$ cat config.mk
export PLATFORM = sky130hd
export DESIGN_NAME = hex_polynomial_parser_top
export DESIGN_NICKNAME = d
export VERILOG_FILES = /design/src/rtl/hpp_pkg.sv /design/src/rtl/hpp_core.sv /design/src/rtl/hex_polynomial_parser_top.sv
export SDC_FILE = /design/constraint.sdc
export NUM_CORES = 1
export LEC_CHECK = 0
export BUFFER_PORTS_ARGS = -buffer_cell sky130_fd_sc_hd__buf_2
export CORE_MARGIN = 5
export CORE_UTILIZATION = 30
export DETAILED_ROUTE_END_ITERATION = 6
export PLACE_DENSITY = 0.47
export SLEW_MARGIN = 25
export SYNTH_ARGS = -nofsm -noshare
export SYNTH_HDL_FRONTEND = slang
export SYNTH_HIERARCHICAL = 1
export SYNTH_SLANG_ARGS = --single-unit
$ cat constraint.sdc
create_clock -name clk -period 23.9 [get_ports clk]
set_input_delay 4.78 -clock clk [delete_from_list [all_inputs] [get_ports clk]]
set_output_delay 4.78 -clock clk [all_outputs]
set_load 0.1 [all_outputs]
$ cat src/rtl/hpp_pkg.sv
// Shared types and constants for the hex polynomial parser.
// Holds the beat structs, the parser phase enum and the status codes.
// No dependencies.
package hpp_pkg;

    // Default bound on the number of coefficients (first power must stay below it).
    localparam int unsigned MAX_TERMS_DEF = 32'd65536;

    typedef enum logic [2:0] {
        PH_START,
        PH_COEFF,
        PH_CARET,
        PH_POWER,
        PH_PLUS,
        PH_SPACE,
        PH_ERROR
    } phase_t;

    typedef enum logic [1:0] {
        ST_OK       = 2'd0,
        ST_SYNTAX   = 2'd1,
        ST_POWER    = 2'd2,
        ST_OVERFLOW = 2'd3
    } status_t;

    typedef struct packed {
        logic [7:0] character;
        logic       is_end;
    } char_t;

    typedef struct packed {
        logic [15:0] term_power;
        logic [63:0] term_value;
        logic        has_term;
        logic        final_res;
        status_t     status;
        logic [16:0] coeff_total;
        logic        all_zero;
    } term_t;

endpackage

$ cat src/rtl/hpp_core.sv
// Parser state and per-character decision logic of the hex polynomial parser.
// One character is consumed per step; a result is produced combinationally.
// Depends on hpp_pkg.
module hpp_core #(
    parameter int unsigned MAX_TERMS = hpp_pkg::MAX_TERMS_DEF
) (
    input  logic           clk,
    input  logic           rst_n,
    input  logic           step,
    input  hpp_pkg::char_t item,
    output hpp_pkg::term_t result,
    output logic           result_vld
);

    localparam int unsigned PW = $clog2(MAX_TERMS + 1);
    localparam logic [PW-1:0] MAX_P = PW'(MAX_TERMS);
    localparam logic [PW+3:0] MAX_W = (PW + 4)'(MAX_TERMS);

    localparam logic [7:0] CH_0     = 8'h30;
    localparam logic [7:0] CH_9     = 8'h39;
    localparam logic [7:0] CH_UA    = 8'h41;
    localparam logic [7:0] CH_UF    = 8'h46;
    localparam logic [7:0] CH_LA    = 8'h61;
    localparam logic [7:0] CH_LF    = 8'h66;
    localparam logic [7:0] CH_X     = 8'h78;
    localparam logic [7:0] CH_CARET = 8'h5e;
    localparam logic [7:0] CH_PLUS  = 8'h2b;
    localparam logic [7:0] CH_SPACE = 8'h20;

    // Returns {is_hex, value}.
    function automatic logic [4:0] hex_decode(input logic [7:0] c);
        logic [7:0] off;
        begin
            off = 8'h00;
            if (c >= CH_0 && c <= CH_9)
            begin
                off = c - CH_0;
                hex_decode = {1'b1, off[3:0]};
            end
            else if (c >= CH_UA && c <= CH_UF)
            begin
                off = c - CH_UA + 8'd10;
                hex_decode = {1'b1, off[3:0]};
            end
            else if (c >= CH_LA && c <= CH_LF)
            begin
                off = c - CH_LA + 8'd10;
                hex_decode = {1'b1, off[3:0]};
            end
            else
            begin
                hex_decode = 5'b0_0000;
            end
        end
    endfunction

    hpp_pkg::phase_t  phase_reg, phase_next;
    hpp_pkg::status_t err_reg, err_next;
    logic [63:0]      coeff_reg, coeff_next;
    logic             ovf_reg, ovf_next;
    logic [PW-1:0]    power_reg, power_next;
    logic [PW-1:0]    prev_reg, prev_next;
    logic [PW-1:0]    fppo_reg, fppo_next;
    logic             nz_reg, nz_next;

    logic [7:0]    c;
    logic [4:0]    hex;
    logic          is_dec;
    logic [7:0]    dec_off;
    logic [PW+3:0] pw_wide;
    logic [PW-1:0] pw_sat;
    logic          fin_req;
    logic          fin_ok;
    logic [PW-1:0] fin_pow;
    logic [PW-1:0] fppo_upd;
    logic          nz_upd;
    logic          bad_sep;
    logic [63:0]   coeff_base;

    // Shared decode of the current character against the current phase.
    always_comb
    begin
        c       = item.character;
        hex     = hex_decode(c);
        is_dec  = (c >= CH_0) && (c <= CH_9);
        dec_off = c - CH_0;
        pw_wide = {1'b0, power_reg, 3'b000} + {3'b000, power_reg, 1'b0}
                + {{PW{1'b0}}, dec_off[3:0]};
        pw_sat  = (pw_wide > MAX_W) ? MAX_P : pw_wide[PW-1:0];

        // A term closes on the space after its power, or on the end beat.
        if (item.is_end)
        begin
            fin_req = (phase_reg == hpp_pkg::PH_COEFF) || (phase_reg == hpp_pkg::PH_POWER);
            fin_pow = (phase_reg == hpp_pkg::PH_POWER) ? power_reg : '0;
        end
        else
        begin
            fin_req = (phase_reg == hpp_pkg::PH_POWER) && (c == CH_SPACE);
            fin_pow = power_reg;
        end
        fin_ok   = fin_req && (fin_pow < prev_reg);
        fppo_upd = (fin_ok && (fppo_reg == '0)) ? (fin_pow + PW'(1)) : fppo_reg;
        nz_upd   = nz_reg || (fin_ok && (coeff_reg != 64'd0));
        bad_sep  = (phase_reg == hpp_pkg::PH_CARET) || (phase_reg == hpp_pkg::PH_PLUS)
                || (phase_reg == hpp_pkg::PH_SPACE);
        coeff_base = (phase_reg == hpp_pkg::PH_START) ? 64'd0 : coeff_reg;
    end

    // Next state.
    always_comb
    begin
        phase_next = phase_reg;
        err_next   = err_reg;
        coeff_next = coeff_reg;
        ovf_next   = ovf_reg;
        power_next = power_reg;
        prev_next  = prev_reg;
        fppo_next  = fppo_reg;
        nz_next    = nz_reg;
        if (item.is_end)
        begin
            // The end beat always returns the parser to its idle state.
            phase_next = hpp_pkg::PH_START;
            err_next   = hpp_pkg::ST_OK;
            coeff_next = 64'd0;
            ovf_next   = 1'b0;
            power_next = '0;
            prev_next  = MAX_P;
            fppo_next  = '0;
            nz_next    = 1'b0;
        end
        else
        begin
            case (phase_reg)
                hpp_pkg::PH_START, hpp_pkg::PH_COEFF:
                begin
                    if (hex[4])
                    begin
                        if (coeff_base[63:60] != 4'd0)
                        begin
                            ovf_next = 1'b1;
                        end
                        coeff_next = {coeff_base[59:0], hex[3:0]};
                        phase_next = hpp_pkg::PH_COEFF;
                    end
                    else if ((phase_reg == hpp_pkg::PH_COEFF) && (c == CH_X))
                    begin
                        phase_next = hpp_pkg::PH_CARET;
                    end
                    else
                    begin
                        phase_next = hpp_pkg::PH_ERROR;
                        err_next   = hpp_pkg::ST_SYNTAX;
                    end
                end
                hpp_pkg::PH_CARET:
                begin
                    if (c == CH_CARET)
                    begin
                        power_next = '0;
                        phase_next = hpp_pkg::PH_POWER;
                    end
                    else
                    begin
                        phase_next = hpp_pkg::PH_ERROR;
                        err_next   = hpp_pkg::ST_SYNTAX;
                    end
                end
                hpp_pkg::PH_POWER:
                begin
                    if (is_dec)
                    begin
                        power_next = pw_sat;
                    end
                    else if (c == CH_SPACE)
                    begin
                        if (fin_ok)
                        begin
                            prev_next  = fin_pow;
                            fppo_next  = fppo_upd;
                            nz_next    = nz_upd;
                            phase_next = hpp_pkg::PH_PLUS;
                        end
                        else
                        begin
                            phase_next = hpp_pkg::PH_ERROR;
                            err_next   = hpp_pkg::ST_POWER;
                        end
                    end
                    else
                    begin
                        phase_next = hpp_pkg::PH_ERROR;
                        err_next   = hpp_pkg::ST_SYNTAX;
                    end
                end
                hpp_pkg::PH_PLUS:
                begin
                    if (c == CH_PLUS)
                    begin
                        phase_next = hpp_pkg::PH_SPACE;
                    end
                    else
                    begin
                        phase_next = hpp_pkg::PH_ERROR;
                        err_next   = hpp_pkg::ST_SYNTAX;
                    end
                end
                hpp_pkg::PH_SPACE:
                begin
                    if (c == CH_SPACE)
                    begin
                        phase_next = hpp_pkg::PH_START;
                        coeff_next = 64'd0;
                    end
                    else
                    begin
                        phase_next = hpp_pkg::PH_ERROR;
                        err_next   = hpp_pkg::ST_SYNTAX;
                    end
                end
                default:
                begin
                    phase_next = phase_reg;
                end
            endcase
        end
    end

    // Result of the current character.
    always_comb
    begin
        result     = '0;
        result_vld = item.is_end || fin_ok;
        if (fin_ok)
        begin
            result.term_power = 16'(fin_pow);
            result.term_value = coeff_reg;
            result.has_term   = 1'b1;
        end
        if (item.is_end)
        begin
            result.final_res = 1'b1;
            if (phase_reg == hpp_pkg::PH_ERROR)
            begin
                result.status = err_reg;
            end
            else if (fin_req && !fin_ok)
            begin
                result.status = hpp_pkg::ST_POWER;
            end
            else if (bad_sep)
            begin
                result.status = hpp_pkg::ST_SYNTAX;
            end
            else if (ovf_reg)
            begin
                result.status = hpp_pkg::ST_OVERFLOW;
            end
            else
            begin
                result.status      = hpp_pkg::ST_OK;
                result.coeff_total = 17'(fppo_upd);
                result.all_zero    = !nz_upd;
            end
        end
    end

    always_ff @(posedge clk or negedge rst_n)
    begin
        if (!rst_n)
        begin
            phase_reg <= hpp_pkg::PH_START;
            err_reg   <= hpp_pkg::ST_OK;
            coeff_reg <= 64'd0;
            ovf_reg   <= 1'b0;
            power_reg <= '0;
            prev_reg  <= MAX_P;
            fppo_reg  <= '0;
            nz_reg    <= 1'b0;
        end
        else if (step)
        begin
            phase_reg <= phase_next;
            err_reg   <= err_next;
            coeff_reg <= coeff_next;
            ovf_reg   <= ovf_next;
            power_reg <= power_next;
            prev_reg  <= prev_next;
            fppo_reg  <= fppo_next;
            nz_reg    <= nz_next;
        end
    end

endmodule

$ cat src/rtl/hex_polynomial_parser_top.sv
// Top level of the hex polynomial parser: input register, parser core, result register.
// Depends on hpp_pkg and hpp_core.
//
//  channel | valid      | stall      | data                     | beat
//  --------+------------+------------+--------------------------+---------------------------
//  input   | char_valid | char_stall | char_data  (hpp_pkg::char_t) | one character or the end
//  result  | term_valid | term_stall | term_data  (hpp_pkg::term_t) | one finished term / final
//
// The block takes one character beat per cycle while char_stall is low. A beat is held in the
// input register and is parsed on its way into the result register, from which its result
// is presented on term_valid and term_data and held there until it is taken.
// The only loop is the parser state update, which is one short step per character.
// Reset clears the parser to wait for the first coefficient digit. A stalled result
// holds the result register, which stalls the input once the input register is also full.
module hex_polynomial_parser_top #(
    parameter int unsigned MAX_TERMS = hpp_pkg::MAX_TERMS_DEF
) (
    input  logic           clk,
    input  logic           rst_n,
    input  logic           char_valid,
    output logic           char_stall,
    input  hpp_pkg::char_t char_data,
    output logic           term_valid,
    input  logic           term_stall,
    output hpp_pkg::term_t term_data
);

    // Input register: holds one accepted character beat.
    logic           in_vld_reg, in_vld_next;
    hpp_pkg::char_t in_data_reg;

    // Result register: holds one result beat until it is taken.
    logic           out_vld_reg, out_vld_next;
    hpp_pkg::term_t out_data_reg;

    logic           can_load;
    logic           advance;
    logic           char_accept;
    hpp_pkg::term_t core_result;
    logic           core_result_vld;

    // The result register can take a new beat when it is empty or being drained.
    assign can_load    = !out_vld_reg || !term_stall;
    assign advance     = in_vld_reg && can_load;
    assign char_stall  = in_vld_reg && !can_load;
    assign char_accept = char_valid && !char_stall;

    assign term_valid = out_vld_reg;
    assign term_data  = out_data_reg;

    hpp_core #(
        .MAX_TERMS (MAX_TERMS)
    ) u_core (
        .clk        (clk),
        .rst_n      (rst_n),
        .step       (advance),
        .item       (in_data_reg),
        .result     (core_result),
        .result_vld (core_result_vld)
    );

    always_comb
    begin
        if (char_accept)
        begin
            in_vld_next = 1'b1;
        end
        else if (advance)
        begin
            in_vld_next = 1'b0;
        end
        else
        begin
            in_vld_next = in_vld_reg;
        end

        if (can_load)
        begin
            out_vld_next = advance && core_result_vld;
        end
        else
        begin
            out_vld_next = out_vld_reg;
        end
    end

    always_ff @(posedge clk or negedge rst_n)
    begin
        if (!rst_n)
        begin
            in_vld_reg  <= 1'b0;
            out_vld_reg <= 1'b0;
        end
        else
        begin
            in_vld_reg  <= in_vld_next;
            out_vld_reg <= out_vld_next;
        end
    end

    always_ff @(posedge clk)
    begin
        if (char_accept)
        begin
            in_data_reg <= char_data;
        end
        if (advance && core_result_vld)
        begin
            out_data_reg <= core_result;
        end
    end

`ifndef ASSERT_OFF
    // A failed text never reports a coefficient count or an all-zero flag.
    assert property (@(posedge clk) disable iff (!rst_n)
        (term_valid && term_data.final_res && (term_data.status != hpp_pkg::ST_OK))
        |-> ((term_data.coeff_total == 17'd0) && !term_data.all_zero))
    else $error("failed text reports coefficient count or all-zero flag");

    // Only a finished term produces a result before the end beat.
    assert property (@(posedge clk) disable iff (!rst_n)
        (term_valid && !term_data.final_res)
        |-> (term_data.has_term && (term_data.status == hpp_pkg::ST_OK)))
    else $error("non-final result without a term");

    // A character held back by a full result register stays in the input register.
    assert property (@(posedge clk) disable iff (!rst_n)
        (in_vld_reg && !advance) |=> (in_vld_reg && $stable(in_data_reg)))
    else $error("held character lost from input register");
`endif

endmodule
* Word level (Yosys, flattened, before mapping)
Index checks and enable logic that the tools add are counted.
** Word-level totals
- Register bits :: 235
- Bits of input ports :: 13
- Output and inout bits :: 104
** Operators by class
- $add $sub $neg :: 8
- $lt $le $gt $ge :: 8
- Equal/unequal tests :: 22
- Muxes and demuxes :: 68
- Bitwise logic cells :: 1
- Reductions and logical operators :: 47
** Operators with widths (count)
- $mux 17 :: 17
- $mux 64 :: 4
- $pmux 64 s2 :: 1
- $mux 18 :: 4
- $reduce_bool 64->1 :: 1
- $pmux 17 s2 :: 1
- $mux 2 :: 16
- $add 20x18->21 :: 1
- $add 21x4->21 :: 1
- $gt 21x17->1 const B :: 1
- $mux 21 :: 1
- $ne 3x3->1 const B :: 7
- $mux 3 :: 6
- $add 17x1->17 const B :: 1
- $logic_not 17->1 :: 1
- $lt 17x17->1 :: 1
- $eq 8x6->1 const B :: 2
- $eq 8x7->1 const B :: 2
- $ge 8x7->1 const B :: 2
- $le 8x7->1 const B :: 2
- $mux 5 :: 3
- $pmux 3 s5 :: 1
- $reduce_bool 2->1 :: 7
- $logic_and 1x1->1 :: 13
- other kinds (25) :: 58

* Longest topological paths before layout
Gate-level depths: netlist of run 1.
- Depth after elaboration :: 13
- Depth in mapped cells :: 17
- Mapped depth without buffers :: 13

* Cells and area by module
The synthesis of run 1 kept the hierarchy.
** By module, submodules not included
- hpp_core :: instances 1, cells each 1025, area an instance 8399.3 um^2
- hex_polynomial_parser_top :: instances 1, cells each 122, area an instance 3432.0 um^2

* Worst setup path after synthesis of run 1
Ideal clock, no wire load.
- Kind :: input -> register
- Start :: input port term_stall
- End :: register out_data_reg (netlist bit term_data[0]) (enable)
- Setup time :: 0.597 ns
- Arrival time :: 9.723 ns
- Required time :: 23.303 ns
- Setup slack :: 13.581 ns
- Stages :: 1
- Buffers on the path :: 0
- Path through :: a21oi_1
** On the way
- Longest elaborated chain between the ends :: 4
** Ends and longest elaborated chain
- start, declared :: RTL line hex_polynomial_parser_top.sv:24 : input logic term_stall,
- $logic_not 1->1 :: RTL line hex_polynomial_parser_top.sv:43 : assign can_load = !out_vld_reg || !term_stall;
- $logic_or 1x1->1 :: RTL line hex_polynomial_parser_top.sv:43
- $logic_and 1x1->1 :: RTL line hex_polynomial_parser_top.sv:44 : assign advance = in_vld_reg && can_load;
- $logic_and 1x1->1 :: RTL line hex_polynomial_parser_top.sv:107 : if (advance && core_result_vld)
- end signal, assigned :: RTL line hex_polynomial_parser_top.sv:109 : out_data_reg <= core_result;
- end, declared :: RTL line hex_polynomial_parser_top.sv:34 : hpp_pkg::term_t out_data_reg;
Every way passes these cells.
A chain may end at the register's enable or synchronous reset.

* Worst setup path after layout of run 1
- Start :: input port term_stall
- End :: output port char_stall
** On the way
- Longest elaborated chain between the ends :: 4
** Ends and longest elaborated chain
- $logic_not 1->1 :: RTL line hex_polynomial_parser_top.sv:43
- $logic_or 1x1->1 :: RTL line hex_polynomial_parser_top.sv:43
- $logic_not 1->1 :: RTL line hex_polynomial_parser_top.sv:45 : assign char_stall = in_vld_reg && !can_load;
- $logic_and 1x1->1 :: RTL line hex_polynomial_parser_top.sv:45
- end, declared :: RTL line hex_polynomial_parser_top.sv:21 : output logic char_stall,
Every way passes these cells.

==> impl_results.md, run 1 <==
- Clock power frac: 39.5%
- Worst slew pin tran: 0.8522 ns
- Crit path kind: in -> out
- DRC: 0
- Seq/Total Area, Yosys: 54.41%
- Die H: 208.6 um
- Io pins: between 100 and 150
- Ys Warns: 6
- Clk_lat worst skew: 0.57 ns
- Number of gates resized after CTS: 0
- Switch Pwr: 333.0 uW
- Worst setup path start: term_stall
- Via density per instance: 4.779
- Fmax: approximately 100 MHz
- First-pass GRT wire length: between 40000 and 50000 um
- Top FF cell, synth: dfrtp_1
- Die area: between 40000 and 50000 um2
- CP arrival: 5.50 ns
- RSZ-0062 raised after global routing: false
- CTS root buf: clkbuf_16
- Peak VDD IR: 44.37 uV
- Setup Buffers After CTS: 0
- Register cell area after layout: 6437 um2
- CTS Buf Count: 28
- Core Footprint: 38830 um2
- Overall Power: between 1000 and 1500 uW
- Num rows: 72
- Largest net degree at the start of global routing: 129
- Sequential share of power: between 40% and 50%
- Final worst path period share: 43.03%
- DP HPWL: ~21000 um
- Switching Share: 31.59%
- Max reg flops: 102
- Initial Util: 30.47%
- Clock sinks: 235
- Layout cells sized above 1: 14.75%
- 1st-pass router iterations: 5
- CTS Hold Bufs: 0
- Post-DR wirelength/cell: between 15 and 20 um
- H-tree depth: 1
- Slew Viols, Final: 0
- Top post-synthesis cells by count: nand2_1 (190), dfrtp_1 (123), edfxtp_1 (111)
- Worst Skew: 0.06080 ns
- Grt ovf: 0
- Clock buffer depth: 3
- MaxCap Viol Count: 0
- Detailed Route WL: 29630 um
- Synth Area per Inst: between 10 and 15 um2
- Antenna Cells: 0
- Ys async rst share: a little over half
- Area delta synth->final: 17.02%
- Crit start category: input pin
- # setup viols final: 0
- Synth top area share: between 20% and 30%
- Clk slew on worst S/H paths: 0.05 ns
- Layout net count: between 1k and 1.5k
- Post-synthesis instance total: ~1.1k
- Netlist Area Pre-Place: 11830 um2
- Final hold vios: 0
- TritonCTS clock tree: done
- Hold_sp: u_core/prev_reg[0]
- DIE WIDTH: about 210 um
- Status: complete, no violations
- Worst setup EP type: output port
- Yosys top cell by area: edfxtp_1
- Multi-input gate area: 5005 um2
- Drt initial violations: 410
- Area contributors post-synth: edfxtp_1 (28%), dfrtp_1 (26%), nand2_1 (6.0%), ha_1 (5.9%), and2_1 (4.8%)
- Antenna Nets Post-Route: 0
- Gr usage total: 13.47%
- Combinational cell fraction of total power: 17.4%
- P_leak: just under 0.006 uW
- Gpl congestion: around 0.8
- Maximum net fanout on the critical path: 3
- Final min period: 10.28 ns
- # port buffers: roughly 120
- Critical register-to-register path startpoint: u_core/phase_reg[0]
- Fill cells: 3908
- Max-Slew Margin vs Limit: between 40% and 50%
- Most common cell in the netlist: nand2_1
- Post-synth EDFFs: approximately 110
- #FFs+latches synth: between 200 and 250
- Required time of the critical path: 19.12 ns
- Internal: 721.2 uW
- Initial antenna violation count: 0
- Vias in the first global route: 8546
- Syn nets: 1218
- Fin Setup TNS: 0 ns
- Via count: between 8k and 9k
- HP Class: reg -> reg
- Post-synthesis cell type count: 73
- Power per cell area: roughly 76 nW/um2
-- power groups by stage --
stage / Combinational (uW) / Sequential [uW] / Clock, uW
after global placement: 184 / 463 / 0
after global routing: 199 / 457 / 449
final: 184 / 455 / 416
after detailed placement: 185 / 463 / 0
after CTS: 185 / 455 / 429
after floorplan: 78.8 / 527 / 0
-- stage by stage --
stage | instance area [um2] | setup WS [ns] | utilization [%] | std cells | hold WS (ns)
floorplan | 11830 | 13.58 | - | 1147 | 0.4395
global route | 13840 | 13.57 | 35.66 | 1779 | 0.5028
detailed placement | 12890 | 13.61 | 33.21 | 1726 | 0.4723
finish | 13840 | 13.62 | 35.66 | 1779 | 0.4786
global placement | 12890 | 13.64 | 33.21 | 1726 | 0.4539
CTS | 13810 | 13.61 | 35.58 | 1778 | 0.4848
-- cell type report --
type,instances,area share [%]
Multi-Input combinational cell,804,36.15
Sequential cell,235,46.50
Clock buffer,39,5.585
Tap cell,518,4.681
Clock inverter,13,1.048
Timing Repair Buffer,125,4.817
Inverter,45,1.220
-- placed cells by master (no fill, tap or decap), types with 20 or more instances in the layout --
| cell | n |
|---|---|
| a21oi_1 | 45 |
| buf_2 | 115 |
| edfxtp_1 | 111 |
| o21ai_0 | 91 |
| a21o_1 | 20 |
| inv_1 | 45 |
| and2_1 | 90 |
| clkbuf_16 | 29 |
| nor4_1 | 21 |
| nor2_1 | 46 |
| ha_1 | 56 |
| nand3_1 | 32 |
| o31ai_1 | 25 |
| nand2_1 | 190 |
| xnor2_1 | 23 |
| dfrtp_1 | 123 |
-- path summary, 6_finish.rpt --
path	endpoint	slack, ns	cells after the start
worst max-delay path	char_stall	13.62	4
worst min-delay path	u_core/prev_reg[0]	0.48	2
worst max register to register	term_data[66]	18.77	15
worst min register to register	u_core/prev_reg[0]	0.48	2
max in group asynchronous	u_core/fppo_reg[8]	18.26	3
min in group asynchronous	u_core/coeff_reg[13]	4.15	1
-- per-layer routing --
metal	vias up	track usage, %	part of all wire [%]
met3	34	1.845	4.3
met2	154	20.52	44
met1	4074	20.42	50
met4	0	3.128	1.7
li1	4240	-	-
met5	-	0	0
-- critical path: stages --
cell and delay (ns):
buf_2 0.14, nand3_2 0.10, inv_1 0.07, buf_2 0.42
-- cell families (layout without fill, tap and decap cells) --
logic type | after synthesis | after routing | synth area share, %
adders and majority gates | 58 | 58 | 6.261
AOI/OAI and AO/OA | 249 | 249 | 12.99
and+or+nand+nor | 456 | 456 | 19.53
muxes | 5 | 5 | 0.4230
buffers and inverters | 108 | 222 | 3.722
xor gates and xnor gates | 36 | 36 | 2.665
DFF | 235 | 235 | 54.41
Power figures use the tool's default switching activity.
==> run 2: changes to the inputs <==
ABC_AREA = 1   (was unset)
clock period = 10 ns   (was 23.9 ns; I/O delays follow)
==> run 2 against run 1 <==
Wire length is 5.6% higher; die area is 3.2% higher; via count is 11% higher; largest cell class unchanged; highest routed layer unchanged.
==> impl_results.md, run 2 <==
- Hold path cells: 2 (unchanged)
- DP HPWL: 22760 um (+8.2%)
- P_leak: 0.006511 uW (+11%)
- Top FF cell, synth: dfrtp_1
- Area contributors post-synth: edfxtp_1 (27%), dfrtp_1 (25%), nand2_1 (9.5%), inv_1 (6.6%), ha_1 (5.7%)
- #FFs+latches synth: 235 (unchanged)
- Fill cells: 4285 (+9.6%)
- Xor/xnor cell area share of the yosys netlist: 0.6448% (-2.0 points)
- # placed instances: 2031 (+18%)
- WHS: 0.4866 ns (+0.008058 ns)
- Fin Setup TNS: 0 ns (unchanged)
- RSZ-0062 raised after global routing: false
- Worst slew pin tran: 0.9742 ns (+0.1220 ns)
- Multi-input gate area: 4728 um2 (-5.5%)
- Core Footprint: 40550 um2 (+4.4%)
- Clk_lat worst skew: 0.55 ns (-0.02 ns)
- Final min period: ~4.7 ns
- Ys Warns: 6 (unchanged)
- Most used cell, CP: buf_2
- DIE WIDTH: 211.9 um (+1.6%)
- Mux contribution to synthesized area: 0% (-0.42 points)
- Gpl congestion: 0.8249 (+1.8%)
- Hold_sp: u_core/err_reg[0]
- HP Class: reg -> reg
- # port buffers: 116 (unchanged)
- Final hold vios: 0 (unchanged)
- Die area: 44890 um2 (+3.2%)
- Finished Layout Cells: 2083 (+17%)
- Initial Util: 30.15% (-0.33 points)
- Required time of the critical path: 8.00 ns (-11.12 ns)
- Status: complete, no violations
- Crit path depth: 4 (unchanged)
- First-pass GRT wire length: 50870 um (+4.3%)
- CTS Hold Bufs: 0 (unchanged)
- Critical path's slowest cell: buf_2
- Via density per instance: 4.551 (-4.8%)
- Simple-gate share of the synthesized area: 24.94% (+5.4 points)
- Top post-synthesis cells by count: nand2_1 (311), inv_1 (216), nor2_1 (167)
- Synth top area share: 27.26% (-0.91 points)
- CTS root buf: clkbuf_16
- Placed cell areas: 13310 um2 (+3.2%)
- Critical register-to-register path startpoint: u_core/phase_reg[2]
- # setup viols final: 0 (unchanged)
- Number of gates resized after CTS: 0 (unchanged)
- TritonCTS clock tree: done
- Clk slew on worst S/H paths: 0.06 ns (about the same)
- Clock buffer depth: 3 (unchanged)
- Netlist Area Pre-Place: 12230 um2 (+3.3%)
- Max-Slew Margin vs Limit: 35.05% (-8.1 points)
- Post-synthesis instance total: 1424 (+24%)
- 1st-pass router iterations: 5 (unchanged)
- Io pins: 117 (unchanged)
- Synth Area per Inst: 8.585 um2 (-17%)
- Most common cell in the netlist: nand2_1
- Fmax: 212.9 MHz
- Post-synth EDFFs: 111 (unchanged)
- Maximum net fanout on the critical path: 3 (unchanged)
- DRC: 0 (unchanged)
- Largest family of logic cells by synthesized area: simple AND/OR/NAND/NOR gates
- MaxCap Viol Count: 0 (unchanged)
- Clock sinks: 235 (unchanged)
- Detailed Route WL: 31290 um (+5.6%)
- Num rows: 74 (+2.8%)
- R2R depth: 20 (+5)
- Endpoint, Worst Hold: u_core/err_reg[0]
- Yosys top cell by area: edfxtp_1
- Peak VDD IR: 114.0 uV (+160%)
- Post-synthesis compound-gate area fraction: 6.847% (-6.1 points)
- Crit path kind: in -> out
- Worst R2R End: term_data[94]
- Drt initial violations: 583 (+42%)
- Syn nets: 1495 (+23%)
- Vias in the first global route: 9425 (+10%)
- Post-DR wirelength/cell: 15.02 um (-9.8%)
- Largest net degree at the start of global routing: 127 (-1.6%)
- Layout cells sized above 1: 12.70% (-2.0 points)
- Slew Viols, Final: 0 (unchanged)
- H-tree depth: 1 (unchanged)
- Slowest stage delay, CP: 0.42 ns (about the same)
- Ys async rst share: 52.77% (unchanged)
- Power per cell area: 189.9 nW/um2 (+150%)
- Antenna Cells: 0 (unchanged)
- Worst Skew: 0.02146 ns (-0.03934 ns)
- Crit start category: input pin
- CP arrival: 2.70 ns (-2.80 ns)
- Antenna Nets Post-Route: 0 (unchanged)
- Post-synthesis adder-cell area fraction: 6.059% (-0.20 points)
- Setup Buffers After CTS: 0 (unchanged)
- CTS Buf Count: 28 (unchanged)
- CP Buf/Inv Count: 3 (unchanged)
- Seq/Total Area, Yosys: 52.66% (-1.8 points)
- Most common cell after layout, fill and taps aside: nand2_1
- Area delta synth->final: 16.30%
- Design Area, Final: 14220 um2 (+2.7%)
- Die H: 211.9 um (+1.6%)
- Top delay family on crit path: buffers and inverters
- Via count: 9479 (+11%)
- Initial antenna violation count: 0 (unchanged)
- Layout net count: 1600 (+22%)
- Post-synthesis cell type count: 43 (-41%)
- Worst setup EP type: output port
- R2R setup slack: 5.40 ns (-13.37 ns)
- Gr usage total: 13.78% (+0.31 points)
- Cell chain of the critical path: buf_2, nand3_1, inv_1, buf_2
- Final worst path period share: 46.98%
- Register cell area after layout: 6437 um2 (unchanged)
- Grt ovf: 0 (unchanged)
- Most frequent cells in the layout: nand2_1 (311), inv_1 (216), nor2_1 (165)
- Max reg flops: 102 (unchanged)
-- run 2: area by class of cell --
cell class              count  share of cell area, %
flip-flops and latches    235                  45.27
multi-input cells         917                  33.25
inverters                 224                  5.913
clock buffers              42                  5.509
well taps                 532                  4.681
repair buffers            123                  4.523
clock inverters            10                 0.8448
-- run 2: power by group --
group	internal [uW]	leakage [uW]	switching, uW	total [uW]
registers	1070	0.00279	28.1	1100
logic	86.5	0.00328	518	605
clock network	594	0.000438	399	993
-- run 2: metal layers --
metal  vias up  share of wire, %  track usage (%)
met2       150                43            20.88
li1       4850                 -                -
met1      4445                51            21.11
met4         0               1.5            2.932
met5         -                 0                0
met3        34               3.8            1.823
-- run 2: worst register-to-register path: stages, from the launching register on --
cell     delay (ns)
dfrtp_1        0.42
inv_2          0.15
nand3_2        0.12
nand2_4        0.16
inv_2          0.16
nor2_1         0.30
ha_1           0.31
nand2_1        0.07
nand2_1        0.05
nand2_1        0.05
nand2_1        0.05
nand2_1        0.05
nand2_1        0.05
nand2_1        0.13
nand3_4        0.07
buf_4          0.40
nand2_1        0.21
inv_1          0.10
nor2_4         0.10
buf_4          0.48
buf_4          0.71
-- run 2: cell families (layout without fill, tap and decap cells) --
logic type      Yosys count  in the layout
xor+xnor                  9              9
simple gates            694            694
buf+inv                 272            399
compound gates          156            156
fa+ha+maj                58             58
flops                   235            235
-- run 2: stage by stage --
step	utilization (%)	power [uW]	setup slack [ns]
global route	35.06	2831	4.927
CTS	35.04	2743	5.306
detailed placement	32.82	1731	5.310
floorplan	-	1617	3.040
global placement	32.82	1733	5.322
finish	35.06	2700	5.302
-- run 2: worst max path at each step --
stage,endpoint,slack [ns],start
2_1_floorplan,term_data[0],3.04,term_stall
3_3_place_gp,char_stall,5.32,term_stall
3_5_place_dp,char_stall,5.31,term_stall
4_1_cts,char_stall,5.31,term_stall
5_1_grt,u_core/nz_reg,4.93,in_data_reg[0]
6_report,char_stall,5.30,term_stall
